<file path="config.mk">
export PLATFORM = sky130hd
export DESIGN_NAME = hex_hash_loader_serializer_flat
export DESIGN_NICKNAME = d
export VERILOG_FILES = /design/src/rtl/hhls_pkg.sv /design/src/rtl/hhls_if.sv /design/src/rtl/hex_hash_loader_serializer.sv /design/src/flat_wrapper.sv
export SDC_FILE = /design/constraint.sdc
export NUM_CORES = 1
export LEC_CHECK = 0
export ABC_AREA = 1
export ABC_CLOCK_PERIOD_IN_PS = 5400
export BUFFER_PORTS_ARGS = -buffer_cell sky130_fd_sc_hd__buf_2
export CORE_ASPECT_RATIO = 0.5
export CORE_MARGIN = 1
export CORE_UTILIZATION = 55
export DETAILED_ROUTE_END_ITERATION = 6
export PLACE_DENSITY_LB_ADDON = 0.12
export SYNTH_ARGS = -nofsm -noshare
export SYNTH_HDL_FRONTEND = slang
export SYNTH_SLANG_ARGS = --single-unit
</file>
<file path="constraint.sdc">
create_clock -name i_clk -period 5.4 [get_ports i_clk]
set_input_delay 1.08 -clock i_clk [delete_from_list [all_inputs] [get_ports i_clk]]
set_output_delay 1.08 -clock i_clk [all_outputs]
set_load 0.05 [all_outputs]
</file>
<file path="src/rtl/hhls_pkg.sv">
// Package for the hex hash loader and serializer.
// Holds sizes, item structs, state encodings and the hex digit decoder.
// No dependencies.
package hhls_pkg;

    localparam int HASH_CHARS = 32;
    localparam int CNT_W      = 6;
    localparam int IDX_W      = (HASH_CHARS > 1) ? $clog2(HASH_CHARS) : 1;

    typedef struct packed {
        logic [7:0] key_code;
        logic       reset_button;
        logic       ready_button;
    } t_in_item;

    typedef struct packed {
        logic             item_kind;
        logic [3:0]       nibble;
        logic             last_item;
        logic [CNT_W-1:0] chars_entered;
        logic             hash_complete;
        logic             transferring;
        logic             running;
        logic             engine_run;
        logic             engine_reset;
    } t_out_item;

    typedef enum logic [2:0] {
        KD_INIT = 3'b001,
        KD_WAIT = 3'b010,
        KD_HELD = 3'b100
    } t_kd_state;

    typedef enum logic [5:0] {
        CS_INIT  = 6'b000001,
        CS_ENTRY = 6'b000010,
        CS_READY = 6'b000100,
        CS_XFER  = 6'b001000,
        CS_RUN   = 6'b010000,
        CS_RESET = 6'b100000
    } t_cs_state;

    // Hex character to nibble, either case; anything else decodes to zero.
    function automatic logic [3:0] hex_nib(input logic [7:0] c);
        logic [3:0] v;
        v = 4'h0;
        if (c >= 8'h30 && c <= 8'h39) begin
            v = c[3:0];
        end else if ((c >= 8'h41 && c <= 8'h46) || (c >= 8'h61 && c <= 8'h66)) begin
            v = c[3:0] + 4'h9;
        end
        return v;
    endfunction

endpackage

</file>
<file path="src/rtl/hhls_if.sv">
// Valid/ready channel interfaces for the hex hash loader and serializer.
// Depends on hhls_pkg for the payload structs.
interface hhls_in_if;
    import hhls_pkg::*;
    logic     valid;
    logic     ready;
    t_in_item data;
    modport source (output valid, output data, input ready);
    modport sink (input valid, input data, output ready);
endinterface

interface hhls_out_if;
    import hhls_pkg::*;
    logic      valid;
    logic      ready;
    t_out_item data;
    modport source (output valid, output data, input ready);
    modport sink (input valid, input data, output ready);
endinterface

</file>
<file path="src/rtl/hex_hash_loader_serializer.sv">
// Hex hash loader and serializer top level.
// A tick's first result is valid in the cycle after acceptance. A transfer tick
// emits HASH_CHARS nibble transactions, one per cycle while o_out.ready holds,
// shifted out of the nibble shift register; ticks stall while results pend.
// Reset (i_rst_n, synchronous, active low) clears all control state; the
// buffer itself is not cleared, every entry is rewritten before a transfer.
module hex_hash_loader_serializer (
    input  logic       i_clk,
    input  logic       i_rst_n,
    hhls_in_if.sink    i_in,
    hhls_out_if.source o_out
);
    import hhls_pkg::*;

    t_kd_state        r_kd, n_kd;
    t_cs_state        r_cs, n_cs;
    logic [7:0]       r_cap, n_cap;
    logic             r_pend, n_pend;
    logic [CNT_W-1:0] r_count, n_count;
    logic             r_ready, n_ready;
    logic             r_xfer, n_xfer;
    logic             r_running, n_running;
    logic             r_run, n_run;
    logic             r_pulse, n_pulse;
    logic             r_out_valid, n_out_valid;
    logic             r_emit, n_emit;
    logic [IDX_W-1:0] r_idx, n_idx;
    logic [3:0]       r_buf [HASH_CHARS];

    logic             w_acc;
    logic             w_store;
    logic             w_shift_out;
    logic             w_last;

    assign w_acc  = i_in.valid && i_in.ready;
    assign w_last = (r_idx == IDX_W'(HASH_CHARS - 1));
    assign i_in.ready = !r_out_valid;

    always_comb begin
        n_kd        = r_kd;
        n_cs        = r_cs;
        n_cap       = r_cap;
        n_pend      = r_pend;
        n_count     = r_count;
        n_ready     = r_ready;
        n_xfer      = r_xfer;
        n_running   = r_running;
        n_run       = r_run;
        n_pulse     = r_pulse;
        n_out_valid = r_out_valid;
        n_emit      = r_emit;
        n_idx       = r_idx;
        w_store     = 1'b0;
        w_shift_out = 1'b0;
        if (w_acc) begin
            n_pulse = 1'b0;
            n_emit  = 1'b0;
            unique case (r_kd)
                KD_INIT: n_kd = KD_WAIT;
                KD_WAIT: begin
                    if (i_in.data.key_code != 8'h00) begin
                        n_cap  = i_in.data.key_code;
                        n_pend = 1'b1;
                        n_kd   = KD_HELD;
                    end
                end
                KD_HELD: begin
                    if (i_in.data.key_code == 8'h00) n_kd = KD_WAIT;
                end
                default: n_kd = KD_INIT;
            endcase
            unique case (r_cs)
                CS_INIT: n_run = 1'b0;
                CS_ENTRY: begin
                    if (n_pend && r_count < CNT_W'(HASH_CHARS)) begin
                        w_store = 1'b1;
                        n_count = r_count + CNT_W'(1);
                        n_pend  = 1'b0;
                    end
                    if (n_count >= CNT_W'(HASH_CHARS)) n_ready = 1'b1;
                end
                CS_XFER: begin
                    n_xfer  = 1'b1;
                    n_pulse = 1'b1;
                    n_emit  = 1'b1;
                end
                CS_RUN: begin
                    n_running = 1'b1;
                    n_run     = 1'b1;
                end
                CS_RESET: begin
                    n_run   = 1'b0;
                    n_pulse = 1'b1;
                    n_ready = 1'b0;
                    n_count = '0;
                    n_pend  = 1'b0;
                    n_xfer  = 1'b0;
                end
                default: ;
            endcase
            unique case (r_cs)
                CS_INIT: n_cs = CS_ENTRY;
                CS_ENTRY: begin
                    if (i_in.data.reset_button) n_cs = CS_RESET;
                    else if (n_ready) n_cs = CS_READY;
                end
                CS_READY: begin
                    if (i_in.data.reset_button) n_cs = CS_RESET;
                    else if (i_in.data.ready_button) n_cs = CS_XFER;
                end
                CS_XFER: n_cs = CS_RUN;
                CS_RUN: begin
                    if (i_in.data.reset_button) begin
                        n_cs      = CS_RESET;
                        n_running = 1'b0;
                    end
                end
                CS_RESET: n_cs = CS_INIT;
                default: n_cs = CS_INIT;
            endcase
            n_out_valid = 1'b1;
            n_idx       = '0;
        end else if (r_out_valid && o_out.ready) begin
            if (r_emit && !w_last) begin
                n_idx       = r_idx + IDX_W'(1);
                w_shift_out = 1'b1;
            end else begin
                n_out_valid = 1'b0;
                n_emit      = 1'b0;
            end
        end
    end

    always_ff @(posedge i_clk) begin
        if (!i_rst_n) begin
            r_kd        <= KD_INIT;
            r_cs        <= CS_INIT;
            r_cap       <= '0;
            r_pend      <= 1'b0;
            r_count     <= '0;
            r_ready     <= 1'b0;
            r_xfer      <= 1'b0;
            r_running   <= 1'b0;
            r_run       <= 1'b0;
            r_pulse     <= 1'b0;
            r_out_valid <= 1'b0;
            r_emit      <= 1'b0;
            r_idx       <= '0;
        end else begin
            r_kd        <= n_kd;
            r_cs        <= n_cs;
            r_cap       <= n_cap;
            r_pend      <= n_pend;
            r_count     <= n_count;
            r_ready     <= n_ready;
            r_xfer      <= n_xfer;
            r_running   <= n_running;
            r_run       <= n_run;
            r_pulse     <= n_pulse;
            r_out_valid <= n_out_valid;
            r_emit      <= n_emit;
            r_idx       <= n_idx;
        end
    end

    // Newest character sits at the head; the transfer drains from the head.
    always_ff @(posedge i_clk) begin
        if (w_store) begin
            r_buf[0] <= hex_nib(n_cap);
            for (int i = 1; i < HASH_CHARS; i++) r_buf[i] <= r_buf[i-1];
        end else if (w_shift_out) begin
            for (int i = 0; i < HASH_CHARS - 1; i++) r_buf[i] <= r_buf[i+1];
            r_buf[HASH_CHARS-1] <= 4'h0;
        end
    end

    assign o_out.valid              = r_out_valid;
    assign o_out.data.item_kind     = r_emit;
    assign o_out.data.nibble        = r_emit ? r_buf[0] : 4'h0;
    assign o_out.data.last_item     = !r_emit || w_last;
    assign o_out.data.chars_entered = r_count;
    assign o_out.data.hash_complete = r_ready;
    assign o_out.data.transferring  = r_xfer;
    assign o_out.data.running       = r_running;
    assign o_out.data.engine_run    = r_run;
    assign o_out.data.engine_reset  = r_pulse;

`ifndef NO_ASSERTIONS
    a_emit_after_xfer: assert property (@(posedge i_clk) disable iff (!i_rst_n)
        r_emit |-> (r_xfer && r_pulse && r_out_valid))
        else $error("nibble transaction without transfer");
    a_count_bound: assert property (@(posedge i_clk) disable iff (!i_rst_n)
        r_count <= CNT_W'(HASH_CHARS))
        else $error("character count overflow");
    a_ready_full: assert property (@(posedge i_clk) disable iff (!i_rst_n)
        r_ready |-> (r_count == CNT_W'(HASH_CHARS)))
        else $error("ready flag with partial buffer");
    a_no_accept_busy: assert property (@(posedge i_clk) disable iff (!i_rst_n)
        r_out_valid |-> !i_in.ready)
        else $error("tick accepted while results pending");
`endif

endmodule

</file>
<file path="src/flat_wrapper.sv">
// flat-port wrapper written by rule: the top's interface ports become plain ports
module hex_hash_loader_serializer_flat import hhls_pkg::*;
  (i_clk, i_rst_n, i_in_valid, i_in_data, i_in_ready, o_out_valid, o_out_data, o_out_ready);
  hhls_in_if i_in_i ();
  hhls_out_if o_out_i ();
  input  logic i_clk;
  input  logic i_rst_n;
  input wire logic [$bits(i_in_i.valid)-1:0] i_in_valid;
  input wire logic [$bits(i_in_i.data)-1:0] i_in_data;
  output wire logic [$bits(i_in_i.ready)-1:0] i_in_ready;
  output wire logic [$bits(o_out_i.valid)-1:0] o_out_valid;
  output wire logic [$bits(o_out_i.data)-1:0] o_out_data;
  input wire logic [$bits(o_out_i.ready)-1:0] o_out_ready;
  assign i_in_i.valid = i_in_valid;
  assign i_in_i.data = i_in_data;
  assign i_in_ready = i_in_i.ready;
  assign o_out_valid = o_out_i.valid;
  assign o_out_data = o_out_i.data;
  assign o_out_i.ready = o_out_ready;
  hex_hash_loader_serializer u_core (.i_clk(i_clk), .i_rst_n(i_rst_n), .i_in(i_in_i), .o_out(o_out_i));
endmodule
</file>
==> results.sh, run 1 <==
export IMPL_ff2ff_path_depth=6
export IMPL_synth_adder_area_share_pct=1.168
export IMPL_r2r_start="u_core.r_cs[4]"
export IMPL_synthSimpleGateAreaFrac_pct=16.52
export IMPL_synthDistinctLibCells=40
export IMPL_p_per_area_nw_per_um2=307.1
export IMPL_synth_area_um2=7497
export IMPL_path_clk_slew_ns=0.07
export IMPL_r2r_end="u_core.r_buf[4][0]"
export IMPL_setup_tns_ns=0
export IMPL_cts_made_buffers=17
export IMPL_syn_nets=745
export IMPL_crit_end="u_core.r_buf[4][0]"
export IMPL_r2r_slack_ns=2.12
export IMPL_ant_nets=0
export IMPL_cts_tree="done"
export IMPL_htreeDepth=4
export IMPL_cellLeakagePower_nw=3.299
export IMPL_drt_initial_drc_count=371
export IMPL_drc=0
export IMPL_track_usage_pct=18.86
export IMPL_syn2layout_area_growth_pct=10.50
export IMPL_seq_area_frac_synth_pct=60.88
export IMPL_row_count=29
export IMPL_start_kind="input port"
export IMPL_period_share_pct=65.73
export IMPL_grt_setup_unrepaired="no"
export IMPL_cts_resized=0
export IMPL_synth_edf_count=128
export IMPL_grt_pass1_vias=4408
export IMPL_synth_xor_area_share_pct=0.2336
export IMPL_fin_nets=768
export IMPL_required_ns=5.45
export IMPL_cap_viol_max_count=0
export IMPL_syn_avg_cell_area_um2=10.36
export IMPL_final_setup_viol_count=0
export IMPL_drt_pass1_iterations=4
export IMPL_grt_max_degree=94
export IMPL_max_freq_ghz=0.2817
export IMPL_synth_seq_cells=164
export IMPL_vias=4796
export IMPL_grt_ovfl_total=0
export IMPL_start_util_pct=57.72
export IMPL_clockBufferDepth=2
export IMPL_antenna_cells=0
export IMPL_viasPerCell=5.157
export IMPL_relSlewSlack_pct=44.83
export IMPL_wl_per_cell_um=13.26
export IMPL_synthCells=724
export IMPL_drive_gt1_share_pct=13.03
export IMPL_worst_pin_slew_ns=0.8275
export IMPL_end_kind="register"
export IMPL_finalHoldViolations=0
export IMPL_grt_pass1_wl_um=21080
export IMPL_crit_fanout=93
export IMPL_yosys_area_top_type="edfxtp_1"
export IMPL_synth_ff_type="edfxtp_1"
export IMPL_crit_type="in2reg"
export IMPL_wirelength_um=12330
export IMPL_synth_area_leaders="edfxtp_1, dfxtp_1, nand2_1"
export IMPL_fin_worst_skew_ns=0.01224
export IMPL_place_gp_congestion=0.8835
export IMPL_hpwl_um=8054
export IMPL_synth_top_family_by_area="simple AND/OR/NAND/NOR gates"
export IMPL_yosysTopAreaCellShare_pct=51.27
export IMPL_clock_sinks=164
export IMPL_status="finished, final reports clean"
export IMPL_io_pins=33
export IMPL_fin_hold_ws_ns=0.4833
export IMPL_cts_root_buf="clkbuf_16"
export IMPL_antenna_found_initial=0
export IMPL_numPortBuffers=32
export IMPL_hold_path_class="reg2reg"
export IMPL_peakVddDrop_mv=0.1911
export IMPL_layout_min_cycle_time_ns=3.550
export IMPL_drv_slew=0
export IMPL_ys_warn_count=0
export IMPL_synth_compound_area_share_pct=7.427
export IMPL_critPathLaunch="i_in_data[2]"
export IMPL_cts_setup_buffers=0
export IMPL_cts_hold_fix_buffers=0
export IMPL_die_width_um=167.1
export IMPL_coreArea_um2=12990
export IMPL_die_area_um2=14130
export IMPL_ys_async_sr_fraction_pct=0
export IMPL_fillers=1057
export IMPL_cp_data_arrival_time_ns=3.60
export IMPL_worstHoldStart="u_core.r_cs[0]"
export IMPL_dieHeight_um=84.56
export IMPL_synthMuxAreaShare_pct=6.809
export IMPL_clk_latency_ns=0.42
==> synthesized netlist by cell type (3+ instances only) <==
cell type    n
clkinv_1     3
a211oi_1     3
a21oi_1     22
inv_2        4
buf_4        6
nand4_1      6
nand2_2      9
dfxtp_1     36
inv_1       83
nor2_2       3
ha_1         7
buf_6        5
nand2_1    174
buf_2        6
nor3_1       7
clkbuf_1    11
mux2_2       4
nand3_1     26
buf_1        3
mux2_1      40
edfxtp_1   128
o21ai_0     66
nor2_1      51
==> per-layer routing <==
metal | routed length [µm] | vias up | global-route usage [%]
li1 | - | 2466 | -
met2 | 5185 | 96 | 27.04
met5 | 0 | - | 0
met3 | 556 | 11 | 3.960
met4 | 99 | 0 | 6.566
met1 | 6492 | 2223 | 28.41
==> layout by cell type, fill, tap and decap left out, types with 3 or more instances in the layout <==
master / synthesis / final
mux2_1: 40 / 40
nand4_1: 6 / 6
ha_1: 7 / 7
a211oi_1: 3 / 3
nand2_1: 174 / 173
inv_6: 0 / 6
buf_2: 6 / 32
inv_2: 4 / 5
a21oi_1: 22 / 22
inv_1: 83 / 82
dfxtp_1: 36 / 36
clkinv_1: 3 / 4
clkinvlp_4: 0 / 3
clkbuf_16: 0 / 17
nand3_1: 26 / 26
nor2_1: 51 / 50
nand2_4: 2 / 3
mux2_2: 4 / 4
nand2_2: 9 / 9
nor2_2: 3 / 3
o21ai_0: 66 / 66
edfxtp_1: 128 / 128
nor3_1: 7 / 7
==> critical path, stage by stage <==
cell and delay (ns):
buf_2 0.11, inv_1 0.04, nand2_1 0.07, nor2_2 0.05, nand2_2 0.09, nand2_2 0.09
a21oi_4 0.18, nand3_4 0.61, nand2_4 0.71, buf_12 0.44
==> cells by family after synthesis <==
logic type	Yosys count
multiplexers	45
AND/OR/NAND/NOR	286
adder cells (fa/ha/maj)	7
flip-flops	164
XOR/XNOR	2
buffers and inverters	121
AO/OA/AOI/OAI	99
==> flip-flops by register name, summed over array words and instances (netlist names), 3 cells and up, named ones only <==
name and cells:
u_core.r_buf 128, u_core.r_cap 8, u_core.r_count 6, u_core.r_cs 6, u_core.r_idx 5, u_core.r_kd 3
==> per-stage QoR <==
step	area [µm²]	worst slack (ns)	cells	total power (W)	util (%)
floorplan	7497	0.1748	724	0.001433	-
global placement	7736	1.433	898	0.001449	59.56
detailed placement	7736	1.402	898	0.001450	59.56
CTS	8284	1.845	930	0.002568	63.77
global route	8284	1.611	930	0.002625	63.77
finish	8284	1.850	930	0.002544	63.77
==> worst min-delay path by stage <==
stage	to	slack (ns)	cells past startpoint
after global placement	u_core.r_idx[3]	0.46	2
after CTS	u_core.r_cs[0]	0.48	2
final	u_core.r_cs[0]	0.48	2
after floorplan	u_core.r_idx[3]	0.44	2
after detailed placement	u_core.r_cs[0]	0.47	2
after global routing	u_core.r_cs[0]	0.50	2
==> where the power goes <==
part           internal, W  leakage (nW)  switching (W)
Sequential         0.00135          1.44     0.00000578
Combinational    0.0000208          1.60      0.0000467
Clock             0.000603         0.260       0.000518
==> layout make-up <==
type                       instances  area [µm²]  share of cell area (%)
sequential                       164        4564                   55.10
multi-input combinational        439        2426                   29.29
clock buffer                      18       429.2                   5.180
inverter                          90       337.8                   4.078
tap                              170       212.7                   2.568
timing repair buffer              35       195.2                   2.356
clock inverter                    14       118.9                   1.435
No activity file was read; power rests on OpenSTA's default activity.
==> run 2, diff against run 1 <==
--- a/config.mk
+++ b/config.mk
@@ -5,12 +5,12 @@
 export SDC_FILE = /design/constraint.sdc
 export NUM_CORES = 1
 export LEC_CHECK = 0
-export ABC_AREA = 1
-export ABC_CLOCK_PERIOD_IN_PS = 5400
+export ABC_AREA = 0
+export ABC_CLOCK_PERIOD_IN_PS = 3550
 export BUFFER_PORTS_ARGS = -buffer_cell sky130_fd_sc_hd__buf_2
 export CORE_ASPECT_RATIO = 0.5
 export CORE_MARGIN = 1
-export CORE_UTILIZATION = 55
+export CORE_UTILIZATION = 58
 export DETAILED_ROUTE_END_ITERATION = 6
 export PLACE_DENSITY_LB_ADDON = 0.12
 export SYNTH_ARGS = -nofsm -noshare
==> constraint.sdc (replaced) <==
create_clock -name i_clk -period 3.55 [get_ports i_clk]
set_input_delay 0.71 -clock i_clk [delete_from_list [all_inputs] [get_ports i_clk]]
set_output_delay 0.71 -clock i_clk [all_outputs]
set_load 0.05 [all_outputs]
==> run 2 against run 1 <==
Total power up 54%. Combinational power up 47%. Final cell count down 4.7%. Utilization up 5.1 points. Critical path depth up 3. Via count up 1.9%. Highest routed layer unchanged.
==> results.sh, run 2 <==
export IMPL_status="finished, final reports clean"
export IMPL_die_area_um2=13340
export IMPL_synth_edf_count=128
export IMPL_cp_data_arrival_time_ns=3.15
export IMPL_fillers=865
export IMPL_p_per_area_nw_per_um2=467.7
export IMPL_required_ns=3.78
export IMPL_largest_reg_flops=128
export IMPL_place_area_um2=7806
export IMPL_numPortBuffers=32
export IMPL_dp_slack_ns=0.2417
export IMPL_synthCells=682
export IMPL_design_area_um2=8367
export IMPL_synth_top_family_by_area="simple AND/OR/NAND/NOR gates"
export IMPL_synthTopCellsByCount="nand2_1, edfxtp_1, mux2_2, dfxtp_1, nor2_1"
export IMPL_synth_ff_type="edfxtp_1"
export IMPL_dieHeight_um=82.19
export IMPL_grt_pass1_wl_um=21020
export IMPL_grt_pass1_vias=4405
export IMPL_cts_resized=0
export IMPL_final_seq_area_um2=4564
export IMPL_synthMuxAreaShare_pct=7.985
export IMPL_drive_gt1_share_pct=19.14
export IMPL_synthSimpleGateAreaFrac_pct=19.09
export IMPL_htreeDepth=4
export IMPL_place_gp_congestion=0.8718
export IMPL_cap_viol_max_count=0
export IMPL_die_width_um=162.4
export IMPL_synthDistinctLibCells=57
export IMPL_yosysMostFrequentCell="nand2_1"
export IMPL_grt_setup_unrepaired="no"
export IMPL_grt_ovfl_total=0
export IMPL_synth_compound_area_share_pct=6.559
export IMPL_finalHoldViolations=0
export IMPL_synth_xor_area_share_pct=0.9394
export IMPL_track_usage_pct=20.34
export IMPL_multi_input_area_um2=2683
export IMPL_ant_nets=0
export IMPL_hold_path_class="reg2reg"
export IMPL_clk_latency_ns=0.42
export IMPL_r2r_end="u_core.r_buf[0][1]"
export IMPL_mostFrequentLayoutCells="nand2_1, edfxtp_1, mux2_2"
export IMPL_clock_sinks=164
export IMPL_path_clk_slew_ns=0.07
export IMPL_slowest_delay_ns=0.43
export IMPL_coreArea_um2=12160
export IMPL_cp_cell_sequence="buf_2, nor4_1, nand3_1, nand2_1, a22oi_1, buf_4, inv_1, ha_1, nor2_1, a221o_1, a21oi_2, a21oi_1, o41ai_1"
export IMPL_cts_made_buffers=17
export IMPL_synth_seq_cells=164
export IMPL_antenna_found_initial=0
export IMPL_cts_tree="done"
export IMPL_r2r_start="u_core.o_out.valid"
export IMPL_synth_adder_area_share_pct=1.174
export IMPL_setup_slack_ns=0.6217
export IMPL_syn_avg_cell_area_um2=10.94
export IMPL_cts_root_buf="clkbuf_16"
export IMPL_io_pins=33
export IMPL_antenna_cells=0
export IMPL_largestRegisters="u_core.r_buf (128), u_core.r_cap (8)"
export IMPL_yosys_area_top_type="edfxtp_1"
export IMPL_layout_min_cycle_time_ns=2.928
export IMPL_final_common_cell="nand2_1"
export IMPL_hpwl_um=7818
export IMPL_cellLeakagePower_nw=3.206
export IMPL_fin_nets=730
export IMPL_ff2ff_path_depth=11
export IMPL_drv_slew=0
export IMPL_cp_slowest_cell="nor4_1"
export IMPL_end_kind="register"
export IMPL_wirelength_um=12620
export IMPL_clockBufferDepth=2
export IMPL_start_kind="input port"
export IMPL_whs_path_depth=2
export IMPL_cts_setup_buffers=0
export IMPL_row_count=28
export IMPL_yosysTopAreaCellShare_pct=51.53
export IMPL_syn_nets=703
export IMPL_max_freq_ghz=0.3415
export IMPL_ys_async_sr_fraction_pct=0
export IMPL_final_setup_viol_count=0
export IMPL_vias=4889
export IMPL_syn2layout_area_growth_pct=12.18
export IMPL_setup_tns_ns=0
export IMPL_period_share_pct=82.49
export IMPL_wl_per_cell_um=14.24
export IMPL_seq_area_frac_synth_pct=61.20
export IMPL_viasPerCell=5.518
export IMPL_hold_end="u_core.r_idx[4]"
export IMPL_top_register="u_core.r_buf"
export IMPL_worst_pin_slew_ns=0.7730
export IMPL_cts_hold_fix_buffers=0
export IMPL_worstHoldStart="u_core.r_idx[4]"
export IMPL_drc=0
export IMPL_crit_fanout=5
export IMPL_synth_area_leaders="edfxtp_1, nand2_1, dfxtp_1"
export IMPL_peakVddDrop_mv=0.3289
export IMPL_relSlewSlack_pct=48.31
export IMPL_grt_max_degree=57
export IMPL_drt_initial_drc_count=340
export IMPL_r2r_slack_ns=0.68
export IMPL_start_util_pct=61.35
export IMPL_ys_warn_count=0
export IMPL_crit_type="in2reg"
export IMPL_drt_pass1_iterations=5
export IMPL_fin_worst_skew_ns=0.01078
export IMPL_synth_area_um2=7458
==> run 2: changes by cell type after synthesis, sizes merged, moves of 6 or more <==
cell | previous run | this run
and2 | 0 | 10
o21ai | 66 | 20
mux2 | 45 | 52
nand2 | 185 | 225
inv | 87 | 10
nor2b | 0 | 10
nor2 | 56 | 37
a22oi | 1 | 7
nand3 | 28 | 6
nand2b | 0 | 8
==> run 2: kinds of logic after synthesis <==
logic type / count (synthesis)
multiplexers: 53
flip-flops: 164
XOR/XNOR: 8
AO/OA/AOI/OAI: 72
adder cells (fa/ha/maj): 7
AND/OR/NAND/NOR: 330
buffers and inverters: 48
==> run 2: layer usage <==
metal  GRT usage [%]  wire length, µm  vias to the layer above
met1           28.13             6297                     2345
met3           5.195              501                       13
li1                -                -                     2431
met5               0                0                        -
met4           7.547              125                        0
met2           31.28             5690                      100
==> run 2: worst max path at each step <==
stage	start	end	cells past startpoint	slack, ns
final	i_in_data[4]	u_core.r_buf[0][3]	13	0.62
after global routing	i_in_data[4]	u_core.r_buf[0][3]	13	0.38
after CTS	i_in_data[4]	u_core.r_buf[0][3]	13	0.69
after detailed placement	i_in_data[4]	u_core.r_buf[0][3]	13	0.24
after global placement	i_in_data[4]	u_core.r_buf[0][1]	11	0.35
after floorplan	i_in_data[6]	u_core.r_buf[0][0]	7	0.17
==> run 2: power breakdown <==
| group | internal (W) | switching (W) | total (W) |
|---|---|---|---|
| sequential | 0.00205 | 0.0000146 | 0.00206 |
| clock | 0.000927 | 0.000822 | 0.00175 |
| combinational | 0.0000361 | 0.0000634 | 0.0000995 |
| total | 0.00301 | 0.000900 | 0.00391 |
==> run 2: cell type report <==
class                      count  area share, %
timing repair buffer          46          3.769
clock inverter                14          1.615
clock buffer                  17          5.084
tap                          165          2.467
multi-input combinational    470          32.06
sequential                   164          54.55
inverter                      10         0.4486
==> run 2: stage by stage <==
stage                     hold WS (ns)  instances  total power, W  util (%)
after global placement          0.4469        855        0.002204     64.21
after global routing            0.4854        886        0.004031     68.82
after detailed placement        0.4560        855        0.002205     64.21
after CTS                       0.4672        886        0.003949     68.82
after floorplan                 0.4406        682        0.002177         -
final                           0.4646        886        0.003913     68.82
==> run 2: worst max-delay path: cells and delay by family <==
kind / cells / cell delay [ns]
AO/OA/AOI/OAI: 5 / 1.04
adder cells (fa/ha/maj): 1 / 0.18
AND/OR/NAND/NOR: 4 / 0.82
buffers and inverters: 3 / 0.40
==> run 3, diff against run 2 <==
--- a/config.mk
+++ b/config.mk
@@ -6,7 +6,7 @@
 export NUM_CORES = 1
 export LEC_CHECK = 0
 export ABC_AREA = 0
-export ABC_CLOCK_PERIOD_IN_PS = 3550
+export ABC_CLOCK_PERIOD_IN_PS = 2800
 export BUFFER_PORTS_ARGS = -buffer_cell sky130_fd_sc_hd__buf_2
 export CORE_ASPECT_RATIO = 0.5
 export CORE_MARGIN = 1
==> constraint.sdc (replaced) <==
create_clock -name i_clk -period 2.8 [get_ports i_clk]
set_input_delay 0.56 -clock i_clk [delete_from_list [all_inputs] [get_ports i_clk]]
set_output_delay 0.56 -clock i_clk [all_outputs]
set_load 0.05 [all_outputs]
==> run 3 against run 2 <==
Hold slack worse by 0.10 ns. Utilization up 2.0 points. Total power up 30%. Clock power up 34%. Via count up 0.31%. Wire length up 3.1%. Critical path depth down 2. First-iteration DRC count down 13%. Sequential power up 27%. Clock skew down 0.0015 ns. Final area up 2.9%. Critical endpoint is now u_core.r_buf[0][1].
==> results.sh, run 3 (synthesized netlist as in run 2, its figures left out) <==
export IMPL_top_register="u_core.r_buf"
export IMPL_peakVddDrop_mv=0.3763
export IMPL_end_kind="register"
export IMPL_swShare_pct=20.40
export IMPL_io_pins=33
export IMPL_cts_resized=0
export IMPL_coreArea_um2=12160
export IMPL_grt_pass1_wl_um=22320
export IMPL_critPathLaunch="u_core.o_out.valid"
export IMPL_place_gp_congestion=0.8244
export IMPL_cts_made_buffers=17
export IMPL_die_width_um=162.4
export IMPL_start_kind="register"
export IMPL_p_sw_w=0.001040
export IMPL_drt_initial_drc_count=296
export IMPL_syn2layout_area_growth_pct=15.45
export IMPL_cap_viol_max_count=0
export IMPL_htreeDepth=4
export IMPL_r2r_end="u_core.r_buf[0][1]"
export IMPL_largestRegisters="u_core.r_buf (128), u_core.r_cap (8)"
export IMPL_dieHeight_um=82.19
export IMPL_cellLeakagePower_nw=3.328
export IMPL_wirelength_um=13000
export IMPL_numPortBuffers=32
export IMPL_p_per_area_nw_per_um2=591.8
export IMPL_cts_tree="done"
export IMPL_clk_latency_ns=0.41
export IMPL_power_w=0.005096
export IMPL_die_area_um2=13340
export IMPL_grt_pass1_vias=4610
export IMPL_cts_setup_buffers=0
export IMPL_drt_pass1_iterations=4
export IMPL_whs_path_depth=2
export IMPL_p_comb_share_pct=2.8
export IMPL_row_count=28
export IMPL_grt_setup_unrepaired="no"
export IMPL_hold_path_class="in2reg"
export IMPL_cts_root_buf="clkbuf_16"
export IMPL_period_share_pct=94.78
export IMPL_antenna_cells=0
export IMPL_layout_min_cycle_time_ns=2.654
export IMPL_fin_nets=746
export IMPL_r2r_slack_ns=0.15
export IMPL_wl_per_cell_um=14.40
export IMPL_clockBufferDepth=2
export IMPL_hpwl_um=8227
export IMPL_worstHoldStart="o_out_ready"
export IMPL_required_ns=2.95
export IMPL_ant_nets=0
export IMPL_cts_hold_fix_buffers=0
export IMPL_r2r_start="u_core.o_out.valid"
export IMPL_drc=0
export IMPL_worst_pin_slew_ns=0.6652
export IMPL_setup_slack_ns=0.1461
export IMPL_fillers=878
export IMPL_dp_slack_ns=-0.1001
export IMPL_status="finished, final reports clean"
export IMPL_crit_fanout=9
export IMPL_viasPerCell=5.431
export IMPL_seqPwrFrac_pct=51.4
export IMPL_design_area_um2=8611
export IMPL_track_usage_pct=21.46
export IMPL_final_common_cell="nand2_1"
export IMPL_fin_worst_skew_ns=0.009316
export IMPL_drv_slew=0
export IMPL_p_clk_share_pct=45.8
export IMPL_antenna_found_initial=0
export IMPL_grt_ovfl_total=0
export IMPL_ff2ff_path_depth=11
export IMPL_mostFrequentLayoutCells="nand2_1, edfxtp_1, mux2_2"
export IMPL_drive_gt1_share_pct=21.82
export IMPL_max_freq_ghz=0.3768
export IMPL_relSlewSlack_pct=55.52
export IMPL_p_int_w=0.004056
export IMPL_place_area_um2=8008
export IMPL_grt_max_degree=69
export IMPL_largest_reg_flops=128
export IMPL_final_setup_viol_count=0
export IMPL_vias=4904
export IMPL_finalHoldViolations=0
export IMPL_hold_end="u_core.o_out.valid"
export IMPL_start_util_pct=61.35
export IMPL_path_clk_slew_ns=0.06
export IMPL_clock_sinks=164
export IMPL_crit_type="reg2reg"
export IMPL_cp_data_arrival_time_ns=2.80
run 3: cell types whose count changed in the layout (fill, tap and decap cells not counted), moves of 3 or more:
| cell | before | now |
|---|---|---|
| buf_12 | 4 | 7 |
| buf_4 | 10 | 23 |
| bufinv_16 | 0 | 3 |
| clkinv_1 | 0 | 3 |
| inv_8 | 5 | 0 |
run 3: cell type report:
class	count	area [µm²]	share of cell area [%]
Sequential cell	164	4566	53.02
Clock inverter	13	156.4	1.816
Clock buffer	19	432.9	5.028
Multi-Input combinational cell	470	2739	31.81
Inverter	10	37.54	0.4359
Timing Repair Buffer	62	473.0	5.493
Tap cell	165	206.4	2.398
run 3: metrics by stage:
stage                     utilization (%)  hold WS [ns]  instances  setup TNS (ns)
after floorplan                         -        0.4406        682               0
after global placement              65.87        0.4480        871        -0.04183
after detailed placement            65.87        0.4612        871         -0.1603
after CTS                           70.72        0.3487        903               0
after global routing                70.83        0.3757        903               0
final                               70.83        0.3646        903               0
run 3: per-layer routing:
layer  wire length, µm  global-route usage, %
met3               424                  4.246
met4                93                  7.264
met2              6056                  34.70
met5                 0                      0
met1              6430                  29.45
run 3: power groups by stage:
stage	registers [W]	clock network [W]	logic, W
global placement	0.00267	0	0.000136
floorplan	0.00267	0	0.0000956
detailed placement	0.00267	0	0.000138
CTS	0.00262	0.00237	0.000139
global route	0.00262	0.00247	0.000155
finish	0.00262	0.00234	0.000141
run 3: how the worst max path moves through the flow:
stage                                     to  slack [ns]
after CTS                 u_core.r_buf[0][1]        0.11
after floorplan           u_core.r_buf[0][1]        0.01
after detailed placement  u_core.r_buf[0][1]       -0.10
after global routing      u_core.r_buf[0][1]       0.006
final                     u_core.r_buf[0][1]        0.15
after global placement    u_core.r_buf[0][1]       -0.04
run 3: critical path, cell delays in order (launching register included):
cell and delay, ns:
dfxtp_2 0.36, nand2b_2 0.22, nor3_4 0.23, nand2_2 0.11, a22oi_2 0.18, inv_2 0.06, ha_1 0.19, nand3_1 0.08
o21ai_0 0.11, or4_4 0.57, a32oi_1 0.19, a21oi_1 0.08
